File: src/hw/rtl/lcsp_pkg.sv
// ----------------------------------------------------------------------------
// lcsp_pkg
// Shared constants for the LED command stream parser: field widths, event
// codes, command numbers and the table of five-character command names.
// ----------------------------------------------------------------------------
`default_nettype none

package lcsp_pkg;

    localparam int MAX_LEDS = 256;

    localparam int BYTE_W   = 8;
    localparam int EVENT_W  = 3;
    localparam int CMD_W    = 5;
    localparam int COUNT_W  = 9;
    localparam int NAME_W   = 40;

    // Event codes carried on the result channel.
    localparam logic [EVENT_W-1:0] EV_CMD_DECODED = 3'd0;
    localparam logic [EVENT_W-1:0] EV_LED_WRITE   = 3'd1;
    localparam logic [EVENT_W-1:0] EV_FRAME_OK    = 3'd2;
    localparam logic [EVENT_W-1:0] EV_FRAME_BAD   = 3'd3;
    localparam logic [EVENT_W-1:0] EV_VENDOR_DONE = 3'd4;
    localparam logic [EVENT_W-1:0] EV_RESET_SER   = 3'd5;

    // Command numbers with special handling.
    localparam logic [CMD_W-1:0] CMD_RNUMB   = 5'd8;
    localparam logic [CMD_W-1:0] CMD_SLEDS   = 5'd12;
    localparam logic [CMD_W-1:0] CMD_VENDO   = 5'd17;
    localparam logic [CMD_W-1:0] CMD_UNKNOWN = 5'd19;

    localparam int CMD_TOTAL = 19;

    // Configuration register indexes.
    localparam logic CFG_LED_COUNT     = 1'b0;
    localparam logic CFG_RIGHT_TO_LEFT = 1'b1;

    // Header and terminator bytes.
    localparam logic [BYTE_W-1:0] HDR_BYTE   = 8'hFF;
    localparam int                HDR_LEN    = 6;
    localparam int                CMD_CHARS  = 5;
    localparam logic [BYTE_W-1:0] TAIL_BYTE0 = 8'hFF;
    localparam logic [BYTE_W-1:0] TAIL_BYTE1 = 8'hFE;
    localparam logic [BYTE_W-1:0] TAIL_BYTE2 = 8'hFD;

    typedef logic [NAME_W-1:0] t_name_tab [CMD_TOTAL];

    // Command names in command number order, first character in the top byte.
    localparam t_name_tab CMD_NAMES = '{
        "proto", "dname", "bname", "dpict", "ddete", "dtype", "ulock",
        "snumb", "rnumb", "ledsc", "ledsl", "butdc", "sleds", "matxc",
        "smatx", "fansc", "sfans", "vendo", "unloc"
    };

endpackage

`default_nettype wire

File: src/hw/rtl/led_command_stream_parser_core.sv
// ----------------------------------------------------------------------------
// led_command_stream_parser_core
// Output: a result appears on the output register in the cycle after the byte
// that completes it is accepted.
// Throughput: one byte per cycle unless a held result stalls input; each byte
// is parsed when accepted; input stays open while the single output drains.
// Reset: synchronous active-low reset returns to header hunting, empties the
// output register and restores led_count to 21 and right_to_left to 0.
// ----------------------------------------------------------------------------
`default_nettype none

module led_command_stream_parser_core #(
    parameter int MAX_LEDS = lcsp_pkg::MAX_LEDS
) (
    input  wire logic                           i_clk,
    input  wire logic                           i_rst_n,
    // Byte input channel
    input  wire logic                           i_in_valid,
    output logic                                o_in_ready,
    input  wire logic [lcsp_pkg::BYTE_W-1:0]    i_rx_byte,
    // Result channel
    output logic                                o_out_valid,
    input  wire logic                           i_out_ready,
    output logic      [lcsp_pkg::EVENT_W-1:0]   o_event_res,
    output logic      [lcsp_pkg::CMD_W-1:0]     o_command_id,
    output logic      [lcsp_pkg::BYTE_W-1:0]    o_led_slot,
    output logic      [lcsp_pkg::BYTE_W-1:0]    o_red,
    output logic      [lcsp_pkg::BYTE_W-1:0]    o_green,
    output logic      [lcsp_pkg::BYTE_W-1:0]    o_blue,
    // Configuration write port
    input  wire logic                           i_cfg_we,
    input  wire logic                           i_cfg_index,
    input  wire logic [lcsp_pkg::COUNT_W-1:0]   i_cfg_data
);

    localparam logic [lcsp_pkg::COUNT_W-1:0] MAX_N = lcsp_pkg::COUNT_W'(MAX_LEDS);

    typedef enum logic [2:0] {
        PH_HUNT,
        PH_CMD,
        PH_LED,
        PH_TAIL,
        PH_LEN_HI,
        PH_LEN_LO,
        PH_SKIP
    } t_phase;

    // Configuration
    logic [lcsp_pkg::COUNT_W-1:0] r_led_count;
    logic                         r_right_to_left;

    // Parser state
    t_phase                       r_phase, n_phase;
    logic [2:0]                   r_ff_run, n_ff_run;
    logic [31:0]                  r_chars, n_chars;
    logic [2:0]                   r_char_count, n_char_count;
    logic [lcsp_pkg::COUNT_W-1:0] r_led_pos, n_led_pos;
    logic [1:0]                   r_color, n_color;
    logic [7:0]                   r_red_hold, n_red_hold;
    logic [7:0]                   r_green_hold, n_green_hold;
    logic [1:0]                   r_tail_count, n_tail_count;
    logic                         r_tail_good, n_tail_good;
    logic [15:0]                  r_skip, n_skip;
    logic [7:0]                   r_len_high, n_len_high;

    // Output register
    logic                         r_out_valid;
    logic [lcsp_pkg::EVENT_W-1:0] r_event, n_event;
    logic [lcsp_pkg::CMD_W-1:0]   r_cmd, n_cmd;
    logic [7:0]                   r_slot, n_slot;
    logic [7:0]                   r_red, n_red;
    logic [7:0]                   r_green, n_green;
    logic [7:0]                   r_blue, n_blue;
    logic                         n_emit;

    logic                         in_xfer;
    logic [lcsp_pkg::CMD_W-1:0]   cmd_id;
    logic [lcsp_pkg::COUNT_W-1:0] frame_n;
    logic [lcsp_pkg::COUNT_W-1:0] pos_next;
    logic [lcsp_pkg::COUNT_W-1:0] slot_rev;
    logic [7:0]                   tail_expect;

    assign o_in_ready = !r_out_valid || i_out_ready;
    assign in_xfer    = i_in_valid && o_in_ready;

    lcsp_cmd_decode u_decode (
        .i_chars  ({r_chars, i_rx_byte}),
        .o_cmd_id (cmd_id)
    );

    always_comb begin
        if (r_led_count == '0) begin
            frame_n = lcsp_pkg::COUNT_W'(1);
        end else if (r_led_count > MAX_N) begin
            frame_n = MAX_N;
        end else begin
            frame_n = r_led_count;
        end
    end

    assign pos_next = r_led_pos + lcsp_pkg::COUNT_W'(1);
    assign slot_rev = frame_n - pos_next;

    always_comb begin
        case (r_tail_count)
            2'd0:    tail_expect = lcsp_pkg::TAIL_BYTE0;
            2'd1:    tail_expect = lcsp_pkg::TAIL_BYTE1;
            default: tail_expect = lcsp_pkg::TAIL_BYTE2;
        endcase
    end

    always_comb begin
        n_phase      = r_phase;
        n_ff_run     = r_ff_run;
        n_chars      = r_chars;
        n_char_count = r_char_count;
        n_led_pos    = r_led_pos;
        n_color      = r_color;
        n_red_hold   = r_red_hold;
        n_green_hold = r_green_hold;
        n_tail_count = r_tail_count;
        n_tail_good  = r_tail_good;
        n_skip       = r_skip;
        n_len_high   = r_len_high;
        n_emit       = 1'b0;
        n_event      = lcsp_pkg::EV_CMD_DECODED;
        n_cmd        = lcsp_pkg::CMD_SLEDS;
        n_slot       = '0;
        n_red        = '0;
        n_green      = '0;
        n_blue       = '0;

        case (r_phase)
            PH_HUNT: begin
                if (i_rx_byte == lcsp_pkg::HDR_BYTE) begin
                    if (r_ff_run == 3'(lcsp_pkg::HDR_LEN - 1)) begin
                        n_phase      = PH_CMD;
                        n_ff_run     = '0;
                        n_char_count = '0;
                    end else begin
                        n_ff_run = r_ff_run + 3'd1;
                    end
                end else begin
                    n_ff_run = '0;
                end
            end
            PH_CMD: begin
                n_chars      = {r_chars[23:0], i_rx_byte};
                n_char_count = r_char_count + 3'd1;
                if (r_char_count == 3'(lcsp_pkg::CMD_CHARS - 1)) begin
                    n_emit       = 1'b1;
                    n_cmd        = cmd_id;
                    n_event      = (cmd_id == lcsp_pkg::CMD_RNUMB) ?
                                   lcsp_pkg::EV_RESET_SER : lcsp_pkg::EV_CMD_DECODED;
                    n_char_count = '0;
                    n_ff_run     = '0;
                    if (cmd_id == lcsp_pkg::CMD_SLEDS) begin
                        n_phase   = PH_LED;
                        n_led_pos = '0;
                        n_color   = '0;
                    end else if (cmd_id == lcsp_pkg::CMD_VENDO) begin
                        n_phase = PH_LEN_HI;
                    end else begin
                        n_phase = PH_HUNT;
                    end
                end
            end
            PH_LED: begin
                if (r_color == 2'd0) begin
                    n_red_hold = i_rx_byte;
                    n_color    = 2'd1;
                end else if (r_color == 2'd1) begin
                    n_green_hold = i_rx_byte;
                    n_color      = 2'd2;
                end else begin
                    n_emit    = 1'b1;
                    n_event   = lcsp_pkg::EV_LED_WRITE;
                    n_slot    = r_right_to_left ? slot_rev[7:0] : r_led_pos[7:0];
                    n_red     = r_red_hold;
                    n_green   = r_green_hold;
                    n_blue    = i_rx_byte;
                    n_color   = 2'd0;
                    n_led_pos = pos_next;
                    if (pos_next >= frame_n) begin
                        n_phase      = PH_TAIL;
                        n_tail_count = '0;
                        n_tail_good  = 1'b1;
                    end
                end
            end
            PH_TAIL: begin
                if (r_tail_count == 2'd2) begin
                    n_emit       = 1'b1;
                    n_event      = (r_tail_good && i_rx_byte == tail_expect) ?
                                   lcsp_pkg::EV_FRAME_OK : lcsp_pkg::EV_FRAME_BAD;
                    n_tail_count = '0;
                    n_tail_good  = 1'b1;
                    n_phase      = PH_HUNT;
                    n_ff_run     = '0;
                    n_char_count = '0;
                end else begin
                    n_tail_count = r_tail_count + 2'd1;
                    n_tail_good  = r_tail_good && (i_rx_byte == tail_expect);
                end
            end
            PH_LEN_HI: begin
                n_len_high = i_rx_byte;
                n_phase    = PH_LEN_LO;
            end
            PH_LEN_LO: begin
                n_skip = {r_len_high, i_rx_byte};
                if ({r_len_high, i_rx_byte} == 16'd0) begin
                    n_emit       = 1'b1;
                    n_event      = lcsp_pkg::EV_VENDOR_DONE;
                    n_cmd        = lcsp_pkg::CMD_VENDO;
                    n_phase      = PH_HUNT;
                    n_ff_run     = '0;
                    n_char_count = '0;
                end else begin
                    n_phase = PH_SKIP;
                end
            end
            PH_SKIP: begin
                // The count is never zero here, so the last payload byte is
                // the one that finds it at one.
                n_skip = r_skip - 16'd1;
                if (r_skip <= 16'd1) begin
                    n_skip       = '0;
                    n_emit       = 1'b1;
                    n_event      = lcsp_pkg::EV_VENDOR_DONE;
                    n_cmd        = lcsp_pkg::CMD_VENDO;
                    n_phase      = PH_HUNT;
                    n_ff_run     = '0;
                    n_char_count = '0;
                end
            end
            default: begin
                n_phase      = PH_HUNT;
                n_ff_run     = '0;
                n_char_count = '0;
            end
        endcase
    end

    always_ff @(posedge i_clk) begin
        if (!i_rst_n) begin
            r_led_count     <= lcsp_pkg::COUNT_W'(21);
            r_right_to_left <= 1'b0;
        end else if (i_cfg_we) begin
            case (i_cfg_index)
                lcsp_pkg::CFG_LED_COUNT:     r_led_count     <= i_cfg_data;
                lcsp_pkg::CFG_RIGHT_TO_LEFT: r_right_to_left <= i_cfg_data[0];
                default: begin
                end
            endcase
        end
    end

    always_ff @(posedge i_clk) begin
        if (!i_rst_n) begin
            r_phase      <= PH_HUNT;
            r_ff_run     <= '0;
            r_chars      <= '0;
            r_char_count <= '0;
            r_led_pos    <= '0;
            r_color      <= '0;
            r_red_hold   <= '0;
            r_green_hold <= '0;
            r_tail_count <= '0;
            r_tail_good  <= 1'b1;
            r_skip       <= '0;
            r_len_high   <= '0;
            r_out_valid  <= 1'b0;
        end else begin
            if (in_xfer) begin
                r_phase      <= n_phase;
                r_ff_run     <= n_ff_run;
                r_chars      <= n_chars;
                r_char_count <= n_char_count;
                r_led_pos    <= n_led_pos;
                r_color      <= n_color;
                r_red_hold   <= n_red_hold;
                r_green_hold <= n_green_hold;
                r_tail_count <= n_tail_count;
                r_tail_good  <= n_tail_good;
                r_skip       <= n_skip;
                r_len_high   <= n_len_high;
            end
            if (in_xfer && n_emit) begin
                r_out_valid <= 1'b1;
            end else if (i_out_ready) begin
                r_out_valid <= 1'b0;
            end
        end
    end

    always_ff @(posedge i_clk) begin
        if (in_xfer && n_emit) begin
            r_event <= n_event;
            r_cmd   <= n_cmd;
            r_slot  <= n_slot;
            r_red   <= n_red;
            r_green <= n_green;
            r_blue  <= n_blue;
        end
    end

    assign o_out_valid  = r_out_valid;
    assign o_event_res  = r_event;
    assign o_command_id = r_cmd;
    assign o_led_slot   = r_slot;
    assign o_red        = r_red;
    assign o_green      = r_green;
    assign o_blue       = r_blue;

`ifndef NO_ASSERTIONS
    // A byte taken while hunting for the header never produces a result.
    a_hunt_silent: assert property (@(posedge i_clk) disable iff (!i_rst_n)
        in_xfer && r_phase == PH_HUNT |=> !r_out_valid)
        else $error("result produced by a header hunt byte");

    // Every LED write belongs to the LED frame command.
    a_led_cmd: assert property (@(posedge i_clk) disable iff (!i_rst_n)
        r_out_valid && r_event == lcsp_pkg::EV_LED_WRITE |->
        r_cmd == lcsp_pkg::CMD_SLEDS)
        else $error("LED write with wrong command");

    // The color phase never reaches its unused code.
    a_color_range: assert property (@(posedge i_clk) disable iff (!i_rst_n)
        r_color != 2'd3)
        else $error("color phase out of range");

    // The terminator counter stays within three bytes.
    a_tail_range: assert property (@(posedge i_clk) disable iff (!i_rst_n)
        r_tail_count != 2'd3)
        else $error("terminator count out of range");
`endif

endmodule

`default_nettype wire

File: src/hw/rtl/lcsp_cmd_decode.sv
// ----------------------------------------------------------------------------
// lcsp_cmd_decode
// Matches five collected command characters against the command name table
// and returns the command number, or the unknown code when nothing matches.
// ----------------------------------------------------------------------------
`default_nettype none

module lcsp_cmd_decode (
    input  wire logic [lcsp_pkg::NAME_W-1:0] i_chars,
    output logic      [lcsp_pkg::CMD_W-1:0]  o_cmd_id
);

    // Names are distinct, so at most one entry matches; scanning downward
    // lets the lowest number win anyway.
    always_comb begin
        o_cmd_id = lcsp_pkg::CMD_UNKNOWN;
        for (int k = lcsp_pkg::CMD_TOTAL - 1; k >= 0; k--) begin
            if (i_chars == lcsp_pkg::CMD_NAMES[k]) begin
                o_cmd_id = lcsp_pkg::CMD_W'(k);
            end
        end
    end

endmodule

`default_nettype wire

File: config.mk
export PLATFORM = sky130hd
export DESIGN_NAME = led_command_stream_parser_core
export DESIGN_NICKNAME = d
export VERILOG_FILES = /design/src/hw/rtl/lcsp_pkg.sv /design/src/hw/rtl/led_command_stream_parser_core.sv /design/src/hw/rtl/lcsp_cmd_decode.sv
export SDC_FILE = /design/constraint.sdc
export NUM_CORES = 1
export LEC_CHECK = 0
export BUFFER_PORTS_ARGS = -buffer_cell sky130_fd_sc_hd__clkbuf_2
export CAP_MARGIN = 20
export CORE_UTILIZATION = 30
export CTS_BUF_LIST = sky130_fd_sc_hd__clkbuf_8
export CTS_CLUSTER_SIZE = 12
export DETAILED_ROUTE_END_ITERATION = 8
export PLACE_DENSITY_LB_ADDON = 0.3
export SYNTH_ARGS = -nofsm -noshare
export SYNTH_HDL_FRONTEND = slang
export SYNTH_SLANG_ARGS = --single-unit
File: constraint.sdc
create_clock -name i_clk -period 11.8 [get_ports i_clk]
set_clock_uncertainty 0.1 [all_clocks]
set_input_delay 2.36 -clock i_clk [delete_from_list [all_inputs] [get_ports i_clk]]
set_output_delay 2.36 -clock i_clk [all_outputs]
set_load 0.01 [all_outputs]
# Yosys cells after proc, flatten, opt, wreduce, memory -nomap -nowiden
# Cells that the tools add are included.
[word_totals] reg_bits=146 input_bits=23 elab_cells=196 out_inout_bits=42
[op_classes] add_sub_neg=6 magnitude_cmp=3 n_eq_ne=45 reduce_logical=29 n_bitwise=4 n_mux=88
[op_table] op="$eq A40 B39 Y1 const B" count=19
[op_table] op="$mux W5" count=19
[op_table] op="$mux W3" count=22
[op_table] op="$mux W9" count=6
[op_table] op="$pmux W3 S6" count=2
[op_table] op="$pmux W16 S2" count=1
[op_table] op="$mux W2" count=11
[op_table] op="$pmux W3 S7" count=1
[op_table] op="$ne A2 B2 Y1 const B" count=10
[op_table] op="$pmux W9 S2" count=1
[op_table] op="$le A16 B1 Y1 const B" count=1
[op_table] op="$logic_not A16 Y1" count=1
[op_table] op="$mux W1" count=16
[op_table] op="$mux W16" count=1
[op_table] op="$sub A16 B1 Y16 const B" count=1
[op_table] op="$eq A3 B3 Y1 const B" count=5
[op_table] op="$pmux W3 S5" count=1
[op_table] op="$pmux W5 S3" count=1
[op_table] op="$pmux W2 S2" count=3
[op_table] op="$reduce_and A6 Y1" count=2
[op_table] op="$eq A5 B4 Y1 const B" count=2
[op_table] op="$reduce_and A2 Y1" count=5
[op_table] op="$add A9 B1 Y9 const B" count=1
[op_table] op="$ge A9 B9 Y1" count=1
[op_table] op="29 further kinds" count=42

# Depth between registers and ports, before layout
[logic_depth] word_depth=25 depth_mapped=14 mapped_depth_nobuf=14

# By module
# Synthesis repeated with hierarchy kept, for this count alone.
[unflattened] cells_unflattened=923 hier_area_um2=7873.8
[by_module_without_submodules] mod="led_command_stream_parser_core" cells_each=794 n_inst=1 seq_area_each_um2=3323.2 area_per_inst_um2=6946.7
[by_module_without_submodules] mod="lcsp_cmd_decode" cells_each=129 n_inst=1 seq_area_each_um2=0.0 area_per_inst_um2=927.1

# Worst setup path before layout
# OpenSTA, ideal clock, no wires.
[synth_timing] path_type="in2reg" from="input port i_rx_byte[0] (netlist name)" to="register r_blue[0], in the netlist o_blue[0], enable pin" stages=7 path_slack_ns=5.852 setup_ns=0.452 n_path_buf=1 t_required_ns=11.248 arrival_time_ns=5.396 path_cell_list="clkbuf_1 > nor4_1 > and4_1 > nand2b_1 > o21ai_0 > nand2_1 > a21oi_1"
[synth_between] elab_chain_len=4
[synth_lines] element="start: declaration" line_no="led_command_stream_parser_core.sv:20" source="input wire logic [lcsp_pkg::BYTE_W-1:0] i_rx_byte,"
[synth_lines] element="$logic_not A16 Y1" line_no="led_command_stream_parser_core.sv:212" source="if ({r_len_high, i_rx_byte} == 16'd0) begin"
[synth_lines] element="$mux W1" line_no="led_command_stream_parser_core.sv:212"
[synth_lines] element="$pmux W1 S5" line_no="led_command_stream_parser_core.sv:133" source="case (r_phase)"
[synth_lines] element="$logic_and A1 B1 Y1" line_no="led_command_stream_parser_core.sv:298" source="if (in_xfer && n_emit) begin"
[synth_lines] element="end signal: assignment" line_no="led_command_stream_parser_core.sv:304" source="r_blue <= n_blue;"
[synth_lines] element="end: declaration" line_no="led_command_stream_parser_core.sv:73" source="logic [7:0] r_blue, n_blue;"
# Every way passes these cells.
# A chain may end at the register's enable or synchronous reset.

# Worst setup path after layout
[layout_timing] from="input port i_out_ready" to="output port o_in_ready"
[layout_between] elab_chain_len=1
[layout_lines] element="start: declaration" line_no="led_command_stream_parser_core.sv:23" source="input wire logic i_out_ready,"
[layout_lines] element="$logic_or A1 B1 Y1" line_no="led_command_stream_parser_core.sv:83" source="assign o_in_ready = !r_out_valid || i_out_ready;"
[layout_lines] element="end: declaration" line_no="led_command_stream_parser_core.sv:19" source="output logic o_in_ready,"
# Every way passes these cells.

==> impl_metrics.json <==
{
  "r2r_start": "r_led_pos[0]",
  "grt_start_max_net_pins": 109,
  "seq_area_frac_synth": 0.387,
  "critPathSlowestCell": "nand2b_1",
  "cts_repair_resize_count": 0,
  "clk_pin_slew_ps": 80,
  "cp.arrival_ps": 2740,
  "fill_cells": 2987,
  "setup_slack_ps": 6600,
  "cts_root_buf": "clkbuf_8",
  "drive_above_1_share": 0.125,
  "critical_path.top_delay_family": "buffers and inverters",
  "ir_drop_mv": 0.0677,
  "route.detailed.drc": 0,
  "cts_buffer_depth": 2,
  "syn-num-nets": 1051,
  "synth_top_area_frac": 0.247,
  "grt_use_total": 0.180,
  "synth_area_leaders": "dfxtp_1, edfxtp_1, nand2_1",
  "slowest_delay_ps": 170,
  "overflow": 0,
  "critPathLaunchType": "input pin",
  "htreeDepth": 4,
  "ant_nets": 0,
  "dp_hpwl_um": 18000,
  "insertion_delay_ps": 480,
  "cts_setup_buffers": 0,
  "die-area_mm2": 0.0293,
  "power.leakage_uw": 0.00339,
  "syn_area_per_cell_um2": 8.54,
  "wirelength_um": 25400,
  "clock.fmax_mhz": 192,
  "path_buf_inv": 2,
  "synthArstFlopShare": 0,
  "core_area_mm2": 0.0279,
  "place_ws_ps": 6160,
  "ioPinCount": 65,
  "tns_ps": 0,
  "fin_nets": 1078,
  "syn_inst": 1006,
  "drtPass1Iterations": 5,
  "min_path_type": "flip-flop to flip-flop",
  "vias_per_cell": 5.28,
  "grt_pass1_vias": 7078,
  "reg2reg_depth": 13,
  "portBuffers": 64,
  "cts_tree": "yes",
  "ff2ff_setup_slack_ps": 8040,
  "cellPowerDensity_mw_per_mm2": 99.6,
  "fp.dieW_um": 171,
  "cts_buffers": 17,
  "rsz0062_at_grt": "false",
  "synthDistinctLibCells": 75,
  "ys_ff_latch": 146,
  "drv_slew": 0,
  "finalHoldViolations": 0,
  "num_vias": 7516,
  "ys_warn_count": 0,
  "hp-start": "r_red_hold[3]",
  "maxCapViolations": 0,
  "r2r-end": "r_tail_good",
  "area_delta_synth_final_pct": 11.7,
  "place_congestion": 0.998,
  "synth_flop_cell": "dfxtp_1",
  "diodes": 0,
  "initialDrtViolationCount": 499,
  "yosysMostFrequentCell": "nand2_1",
  "synth-edff-count": 40,
  "start_util": 0.307,
  "wl_per_cell_um": 17.8,
  "antenna_found_initial": 1,
  "min_period_over_period": 0.441,
  "postCtsHoldBufs": 0,
  "yosysTopAreaCell": "dfxtp_1",
  "cpMostUsedCell": "clkbuf_2",
  "total_power_uw": 955,
  "tightestPinTransition_ps": 1020,
  "cp_data_required_time_ps": 9340,
  "report.final.setup_viol": 0,
  "hold_end": "r_red_hold[3]",
  "grt_pass1_wl_um": 40400,
  "worstSetupEndpointType": "primary output",
  "synth_common_cells": "nand2_1, dfxtp_1, nor2_1",
  "holdPathStages": 2,
  "crit_type": "input pin to primary output",
  "period_minus_slack_ps": 5200,
  "max-slew-margin-rel": 0.310,
  "cts.sink_count": 146,
  "critPathMaxFanout": 4,
  "dieHeight_um": 171,
  "syn-cell-area_mm2": 0.00859,
  "status": "finished clean",
  "path_cells": "clkbuf_2 -> nand2b_1 -> clkbuf_2",
  "rows": 61
}
## cell type report
cell class	instances	area [um2]	share of cell area
Multi-Input combinational cell	767	4900	0.511
Sequential cell	146	3320	0.347
Tap cell	378	473	0.0493
Timing Repair Buffer	73	408	0.0425
Clock buffer	17	234	0.0244
Clock inverter	15	146	0.0153
Inverter	28	105	0.0110
## power breakdown
part           switching (uW)  leakage, uW  internal, uW
logic                    31.1      0.00197          19.2
clock network             218     0.000179           172
registers                1.98      0.00125           513
total                     251      0.00339           704
## placed cells by master, fill, tap and decap left out, types with 6 or more instances in the layout
master / n
a21boi_0: 49
a21o_1: 12
a21oi_1: 30
a31oi_1: 9
and2_1: 40
and3_1: 11
and4b_1: 6
buf_4: 8
clkbuf_2: 64
clkbuf_8: 17
dfxtp_1: 106
edfxtp_1: 40
ha_1: 21
inv_1: 27
mux2i_1: 25
nand2_1: 159
nand2b_1: 6
nand3_1: 32
nand4_1: 31
nand4b_1: 7
nor2_1: 50
nor2b_1: 38
nor3_1: 28
nor3b_1: 21
nor4_1: 28
nor4b_1: 7
nor4bb_1: 6
o21ai_0: 38
xor2_1: 14
## worst max-delay path by stage
stage                  from            to  slack (ps)  cells after the start
3_5_place_dp   i_rx_byte[7]  r_led_pos[5]        6160                      9
3_3_place_gp   i_rx_byte[7]  r_led_pos[5]        6200                      9
6_report        i_out_ready    o_in_ready        6600                      3
2_1_floorplan  i_rx_byte[0]     o_blue[0]        5850                      7
4_1_cts         i_out_ready    o_in_ready        6590                      3
5_1_grt        i_rx_byte[7]  r_led_pos[5]        6400                      9
## stage by stage
step	cell area [um2]	hold WS (ps)	utilization	std cells
finish	9590	364	0.343	1424
global route	9590	393	0.343	1424
CTS	9590	370	0.343	1424
detailed placement	9210	358	0.330	1392
global placement	9180	348	0.329	1391
floorplan	8590	339	-	1006
## flip-flops by register name (all words and copies together) (netlist names), 5 cells and up
name and cells:
o_red 8, o_led_slot 8, o_green 8, r_led_count 9
o_blue 8, r_led_pos 9, o_command_id 5, r_chars 32
r_skip 16, r_green_hold 8, r_len_high 8, r_red_hold 8
## per-layer routing
metal | up-vias | GRT usage | wire length, um | share of wire
met5 | - | 0 | 0 | 0
met4 | 0 | 0.0633 | 523 | 0.021
met3 | 39 | 0.0331 | 1470 | 0.058
met2 | 248 | 0.276 | 11200 | 0.44
met1 | 3539 | 0.252 | 12200 | 0.48
li1 | 3690 | - | - | -
## tightest hold or removal path, cell delays in order, from the launching register on
cell      delay [ps]
dfxtp_1          310
nand2_1           40
a21boi_0          60
## logic make-up after synthesis
| family | count (synthesis) | share of synthesized area |
|---|---|---|
| adder cells (fa/ha/maj) | 22 | 0.0329 |
| AO/OA/AOI/OAI | 182 | 0.145 |
| XOR/XNOR | 19 | 0.0194 |
| multiplexers | 27 | 0.0318 |
| buffers and inverters | 93 | 0.0450 |
| AND/OR/NAND/NOR | 517 | 0.339 |
| flip-flops | 146 | 0.387 |
No activity file was read; power rests on OpenSTA's default activity.
